`src/rtl/core/hrw_pkg.sv`:
```
// ----------------------------------------------------------------------------
// hrw_pkg
// Types and constants of the TCP/IPv4 reply header rewrite unit.
// ----------------------------------------------------------------------------
package hrw_pkg;

	// Mode codes (s_tuser)
	localparam logic [1:0] FUNC_REPLY    = 2'd0;
	localparam logic [1:0] FUNC_CONTINUE = 2'd1;

	// Status codes (m_tuser)
	localparam logic [1:0] STATUS_OK      = 2'd0;
	localparam logic [1:0] STATUS_BADMODE = 2'd1;
	localparam logic [1:0] STATUS_SHORT   = 2'd2;

	// Header constants
	localparam logic [31:0] TS_INCREMENT   = 32'd20001;
	localparam logic [7:0]  NEW_TTL        = 8'd64;
	localparam logic [7:0]  TS_KIND        = 8'd8;
	localparam logic [7:0]  TS_LEN         = 8'd10;
	localparam logic [3:0]  TS_MIN_WORDS   = 4'd8;   // 32 bytes
	localparam logic [3:0]  MIN_HDR_WORDS  = 4'd5;   // 20 bytes

	// Input fields, first field in the highest bits
	typedef struct packed {
		logic [15:0] ident_in;
		logic [63:0] addr_pair_in;
		logic [15:0] l3_to_payload_len;
		logic [15:0] payload_len;
		logic [63:0] stamp_pair_in;
		logic [15:0] option_kind_len;
		logic [3:0]  header_words;
		logic [31:0] ack_in;
		logic [31:0] seq_in;
		logic [31:0] port_pair;
	} in_fields_t;

	// Result fields, first field in the highest bits
	typedef struct packed {
		logic [63:0] addr_pair_out;
		logic [15:0] ident_out;
		logic [7:0]  ttl_out;
		logic [15:0] total_len_out;
		logic [63:0] stamp_pair_out;
		logic [31:0] ack_out;
		logic [31:0] seq_out;
		logic [31:0] port_pair_out;
	} out_fields_t;

	localparam int IN_BITS     = $bits(in_fields_t);
	localparam int OUT_BITS    = $bits(out_fields_t);
	localparam int S_DATA_BITS = ((IN_BITS + 7) / 8) * 8;
	localparam int M_DATA_BITS = ((OUT_BITS + 7) / 8) * 8;

endpackage

```
`src/rtl/core/hrw_rewrite.sv`:
```
// ----------------------------------------------------------------------------
// hrw_rewrite
// Combinational rewrite of one header item: swaps, sequence and
// timestamp arithmetic, IP length, TTL and id, and the status code.
// ----------------------------------------------------------------------------
module hrw_rewrite (
	input  logic [1:0]          func,
	input  hrw_pkg::in_fields_t in_f,
	output logic [1:0]          status,
	output hrw_pkg::out_fields_t out_f
);

	logic        ts_ge32;
	logic        hdr_short;
	logic        ts_opt_ok;
	logic [31:0] seq_plus_len;
	logic [15:0] total_len;
	logic [15:0] ident_inc;
	logic [31:0] ts_val_inc;

	// Header size and option tests
	assign ts_ge32   = (in_f.header_words >= hrw_pkg::TS_MIN_WORDS);
	assign hdr_short = (in_f.header_words < hrw_pkg::MIN_HDR_WORDS);
	assign ts_opt_ok = (in_f.option_kind_len[15:8] == hrw_pkg::TS_KIND) &&
	                   (in_f.option_kind_len[7:0] == hrw_pkg::TS_LEN);

	// Independent adders, all wrap at field width
	assign seq_plus_len = in_f.seq_in + {16'd0, in_f.payload_len};
	assign total_len    = in_f.l3_to_payload_len + in_f.payload_len;
	assign ident_inc    = in_f.ident_in + 16'd1;
	assign ts_val_inc   = in_f.stamp_pair_in[63:32] + hrw_pkg::TS_INCREMENT;

	// Select rewritten fields by mode
	always_comb begin
		out_f.port_pair_out  = in_f.port_pair;
		out_f.seq_out        = in_f.seq_in;
		out_f.ack_out        = in_f.ack_in;
		out_f.stamp_pair_out = in_f.stamp_pair_in;
		out_f.addr_pair_out  = in_f.addr_pair_in;
		out_f.total_len_out  = '0;
		out_f.ttl_out        = '0;
		out_f.ident_out      = in_f.ident_in;
		status               = hrw_pkg::STATUS_BADMODE;
		case (func)
			hrw_pkg::FUNC_REPLY: begin
				out_f.port_pair_out = {in_f.port_pair[15:0], in_f.port_pair[31:16]};
				out_f.addr_pair_out = {in_f.addr_pair_in[31:0], in_f.addr_pair_in[63:32]};
				out_f.seq_out       = in_f.ack_in;
				out_f.ack_out       = seq_plus_len;
				if (ts_ge32 && ts_opt_ok) begin
					out_f.stamp_pair_out = {in_f.stamp_pair_in[31:0],
					                        in_f.stamp_pair_in[63:32]};
				end
			end
			hrw_pkg::FUNC_CONTINUE: begin
				out_f.seq_out = seq_plus_len;
				if (ts_ge32) begin
					out_f.stamp_pair_out = {ts_val_inc, in_f.stamp_pair_in[31:0]};
				end
			end
			default: begin
				status = hrw_pkg::STATUS_BADMODE;
			end
		endcase
		// IP fields for a valid mode
		if ((func == hrw_pkg::FUNC_REPLY) || (func == hrw_pkg::FUNC_CONTINUE)) begin
			out_f.total_len_out = total_len;
			out_f.ttl_out       = hrw_pkg::NEW_TTL;
			out_f.ident_out     = ident_inc;
			status = hdr_short ? hrw_pkg::STATUS_SHORT : hrw_pkg::STATUS_OK;
		end
	end

endmodule

```
`src/rtl/core/tcp_ip_reply_header_rewrite_unit.sv`:
```
// ----------------------------------------------------------------------------
// tcp_ip_reply_header_rewrite_unit
// Rewrites the TCP and IPv4 header fields of one packet per item for a
// reply or a continued segment.
// ----------------------------------------------------------------------------
// Takes one header item per clock and gives one result item per clock
// while the downstream side takes results: the item is captured in an input
// register, rewritten by a short layer of swaps and independent adders,
// and held in a result register until the downstream side takes it.
// Stalls on the output propagate back through the two register stages,
// which keep running full while the downstream side keeps up.
// s_tuser carries the mode (0 reply, 1 continue); m_tuser carries the
// status (0 ok, 1 invalid mode with fields passed through, 2 TCP header
// under 20 bytes).
// ----------------------------------------------------------------------------
module tcp_ip_reply_header_rewrite_unit (
	input  logic                            clk,
	input  logic                            arst_n,
	input  logic                            s_tvalid,
	output logic                            s_tready,
	// port_pair, seq_in, ack_in, header_words, option_kind_len,
	// stamp_pair_in, payload_len, l3_to_payload_len, addr_pair_in,
	// ident_in, zero fill
	input  logic [hrw_pkg::S_DATA_BITS-1:0] s_tdata,
	// func
	input  logic [1:0]                      s_tuser,
	output logic                            m_tvalid,
	input  logic                            m_tready,
	// port_pair_out, seq_out, ack_out, stamp_pair_out, total_len_out,
	// ttl_out, ident_out, addr_pair_out
	output logic [hrw_pkg::M_DATA_BITS-1:0] m_tdata,
	// status
	output logic [1:0]                      m_tuser
);

	logic                 valid_s1;
	hrw_pkg::in_fields_t  fields_s1;
	logic [1:0]           func_s1;
	logic                 valid_s2;
	hrw_pkg::out_fields_t fields_s2;
	logic [1:0]           status_s2;
	hrw_pkg::out_fields_t rw_fields;
	logic [1:0]           rw_status;
	logic                 load_s2;
	logic                 load_s1;

	// Stage handshakes
	assign load_s2  = valid_s1 && (!valid_s2 || m_tready);
	assign s_tready = !valid_s1 || load_s2;
	assign load_s1  = s_tvalid && s_tready;

	// Advance valid flags
	always_ff @(posedge clk or negedge arst_n) begin
		if (!arst_n) begin
			valid_s1 <= 1'b0;
			valid_s2 <= 1'b0;
		end else begin
			if (s_tready) begin
				valid_s1 <= s_tvalid;
			end
			if (!valid_s2 || m_tready) begin
				valid_s2 <= valid_s1;
			end
		end
	end

	// Capture input item
	always_ff @(posedge clk) begin
		if (load_s1) begin
			fields_s1 <= hrw_pkg::in_fields_t'(s_tdata[hrw_pkg::IN_BITS-1:0]);
			func_s1   <= s_tuser;
		end
	end

	hrw_rewrite u_rewrite (
		.func   (func_s1),
		.in_f   (fields_s1),
		.status (rw_status),
		.out_f  (rw_fields)
	);

	// Hold result until taken
	always_ff @(posedge clk) begin
		if (load_s2) begin
			fields_s2 <= rw_fields;
			status_s2 <= rw_status;
		end
	end

	assign m_tvalid = valid_s2;
	assign m_tdata  = hrw_pkg::M_DATA_BITS'(fields_s2);
	assign m_tuser  = status_s2;

endmodule

```
`config.mk`:
```
export PLATFORM = sky130hd
export DESIGN_NAME = tcp_ip_reply_header_rewrite_unit
export DESIGN_NICKNAME = d
export VERILOG_FILES = /design/src/rtl/core/hrw_pkg.sv /design/src/rtl/core/hrw_rewrite.sv /design/src/rtl/core/tcp_ip_reply_header_rewrite_unit.sv
export SDC_FILE = /design/constraint.sdc
export NUM_CORES = 1
export LEC_CHECK = 0
export BUFFER_PORTS_ARGS = -buffer_cell sky130_fd_sc_hd__buf_2
export CORE_AREA = 2 2 220 222
export DETAILED_ROUTE_END_ITERATION = 8
export DIE_AREA = 0 0 222 224
export GPL_TIMING_DRIVEN = 1
export PLACE_DENSITY = 0.74
export SLEW_MARGIN = 30
export SYNTH_ARGS = -nofsm -noshare
export SYNTH_HDL_FRONTEND = slang
export SYNTH_HIERARCHICAL = 1
export SYNTH_SLANG_ARGS = --single-unit
```
`constraint.sdc`:
```
create_clock -name clk -period 12.6 [get_ports clk]
set_clock_uncertainty 0.15 [all_clocks]
set_input_delay 0.63 -clock clk [delete_from_list [all_inputs] [get_ports clk]]
set_output_delay 0.63 -clock clk [all_outputs]
set_load 0.1 [all_outputs]
```
==> reports/results.ini <==
[run_status]
status = complete, no violations

[setup_path]
start_kind = register
path_max_fanout = 49
crit_chain = buf_4, nor2_4, buf_4, and2_2, a221o_1
r2r_cells = 5
critPathRequiredTime_ns = 12.79
cpMaxStageDelayCell = edfxtp_1
max_stage_delay_ns = 0.97
worst_path_most_repeated_cell = buf_4
worstSetupEndpointType = register
worstSetupPathType = register to register
arrival_ns = 3.82

[cts]
cts_buffers = 57
cts.clk_slew.worst_paths_ns = 0.06
clock_sinks = 562
cts_tree = done
clk_path_buf_depth = 3
cts_setup_buffers = 0
cts-htree-levels = 2
clock_latency_ns = 0.61
clock-root-buffer = clkbuf_16

[yosys]
async_flop_share = 0.00356
syn_area_um2 = 23000
ys_seq_area_frac = 0.734
syn_inst = 1726
ys_seq_elements = 562
ys_warn_count = 6
postSynthAreaPerCell_um2 = 13.3
synth_flop_cell = edfxtp_1
synth-edff-count = 560
netlist-cell-type-count = 79

[worst_hold_path]
hp-class = input port to register
hold_path_depth = 1

[power_and_ir_drop]
power.total_mw = 4.99
powerDensity_nw_per_um2 = 176
ir_drop_v = 0.000115
p_leak_nw = 11.6

[floorplanning]
die-area_um2 = 49700
core_um2 = 47300
io-pin-count = 570
die_y_um = 224
rows = 80
initial_utilization = 0.486
die_width_um = 222

[timing]
drv_slew = 0
final_hold_viol_count = 0
clock.fmax_mhz = 275
fin_ws_ns = 8.97
setup_tns_ns = 0
setup_viol = 0
period_needed_ns = 3.63
timing.final.crit_share = 0.288
slew_headroom = 0.362
rsz0062_at_grt = false
worst_pin_slew_ns = 0.957

[global_routing]
antenna_found_initial = 22
grt_first_pass_wirelength_um = 90500
grt_use_total = 0.240
grt_pass1_vias = 15700
overflow = 0
grt_max_degree = 154

[finish]
drive_above_1_share = 0.296
final_nets = 2629
area_delta_synth_final_pct = 23.4
nFillCells = 3705

[placement]
portBuffers = 565
gp_congestion = 0.840
dp_hpwl_um = 42300
pre_cts_ws_ns = 8.66

[detailed_routing]
detail_route.wl_per_cell_um = 20.8
drt_iter0_markers = 1620
postRouteAntennaNets = 0
wl_um = 62000
drt-pass1-iter-count = 7
vias = 16100
drcViolationCount = 0
vias_per_cell = 5.41

[flow_run]
cap_violations = 0

## critical path: cells and delay by family, from the launching register on
| family | cells | cell delay (ns) |
|---|---|---|
| buffers and inverters | 2 | 0.99 |
| flip-flops | 1 | 0.97 |
| AND/OR/NAND/NOR | 2 | 0.66 |
| AO/OA/AOI/OAI | 1 | 0.52 |
## metrics by stage
step                std cells  cell area, µm²  utilization  hold WS, ns
CTS                      2954           28300        0.598       0.0108
detailed placement       2846           26400        0.558        0.271
global route             2972           28400        0.599       0.0108
floorplan                1732           23000            -        0.184
global placement         2846           26400        0.557        0.266
finish                   2973           28400        0.599       0.0420
## area by class of cell
type	instances	area (µm²)	area share
flip-flops and latches	562	16900	0.595
clock buffers	62	1450	0.0509
well taps	615	769	0.0271
repair buffers	580	2980	0.105
inverters	13	48.8	0.00172
multi-input cells	1078	5770	0.204
clock inverters	45	444	0.0157
diodes	18	45.0	0.00159
## cells in the mapped netlist (4+ instances only)
master | number | area, µm²
xor2_1 | 15 | 131
nand4_1 | 10 | 62.6
a221o_1 | 4 | 40.0
inv_1 | 13 | 48.8
o21a_1 | 7 | 52.6
a211oi_1 | 4 | 30.0
o22ai_1 | 21 | 131
nand3_1 | 26 | 130
nor4_1 | 4 | 25.0
edfxtp_1 | 560 | 16800
buf_1 | 10 | 37.5
ha_1 | 33 | 413
a21oi_1 | 58 | 290
nand2b_1 | 6 | 37.5
xnor2_1 | 36 | 315
nor2b_1 | 13 | 81.3
a2bb2oi_1 | 7 | 61.3
nor2_1 | 64 | 240
o21ai_1 | 9 | 45.0
a31oi_1 | 14 | 87.6
a311oi_1 | 4 | 35.0
buf_4 | 9 | 67.6
nor3_1 | 25 | 125
mux2i_1 | 21 | 210
nand2_1 | 528 | 1980
o21ai_0 | 53 | 265
a22oi_1 | 5 | 37.5
clkbuf_1 | 52 | 195
and2_1 | 7 | 43.8
or3_1 | 6 | 37.5
a21o_1 | 7 | 52.6
and3_1 | 22 | 138
buf_2 | 7 | 35.0
## metal layers
layer / track usage / up-vias / share of wire
li1: - / 7418 / -
met1: 0.293 / 7705 / 0.38
met2: 0.407 / 789 / 0.50
met3: 0.0580 / 158 / 0.082
met4: 0.107 / 10 / 0.041
met5: 0 / - / 0.00090
## path summary, 6_finish.rpt
check / slack [ns] / to / from
max: 8.97 / m_tdata[140] / func_s1[0]
min: 0.04 / fields_s1[258] / s_tdata[258]
max reg2reg: 8.97 / m_tdata[140] / func_s1[0]
min reg2reg: 0.37 / m_tdata[255] / fields_s1[235]
max in group asynchronous: 11.99 / valid_s1 / arst_n
min in group asynchronous: 0.22 / m_tvalid / arst_n
## cells by family after synthesis
family,synth area share
other,0.000163
multiplexers,0.00963
buffers and inverters,0.0172
AO/OA/AOI/OAI,0.0668
adder cells (fa/ha/maj),0.0197
AND/OR/NAND/NOR,0.133
flip-flops,0.734
XOR/XNOR,0.0194
## cells in the final DEF, fill, tap and decap left out, types with 15 or more instances in the layout
| master | instances |
|---|---|
| buf_2 | 565 |
| edfxtp_1 | 560 |
| nand2_1 | 526 |
| nor2_1 | 63 |
| a21oi_1 | 58 |
| clkbuf_16 | 57 |
| o21ai_0 | 53 |
| xnor2_1 | 36 |
| ha_1 | 33 |
| nand3_1 | 26 |
| nor3_1 | 25 |
| and3_1 | 22 |
| mux2i_1 | 21 |
| o22ai_1 | 21 |
| diode_2 | 18 |
| clkinv_1 | 15 |
| xor2_1 | 15 |
## registers in the layout, indices dropped and copies added, names as in the netlist
register and cells:
m_tvalid 1, m_tuser 2, func_s1 2, m_tdata 264, fields_s1 292, valid_s1 1
## where the power goes
group          switching [mW]  internal [mW]  leakage (nW)
Clock                   0.726          0.977         0.902
Sequential             0.0658           2.24          5.41
Combinational           0.809          0.175          5.26
Total                    1.60           3.39          11.6
## repair_timing
item / CTS / global route
hold buffers: 1 / 0
resized for setup: 0 / 0
endpoints found under the hold margin: 2 / 0
(Power assumes the default switching activity.)
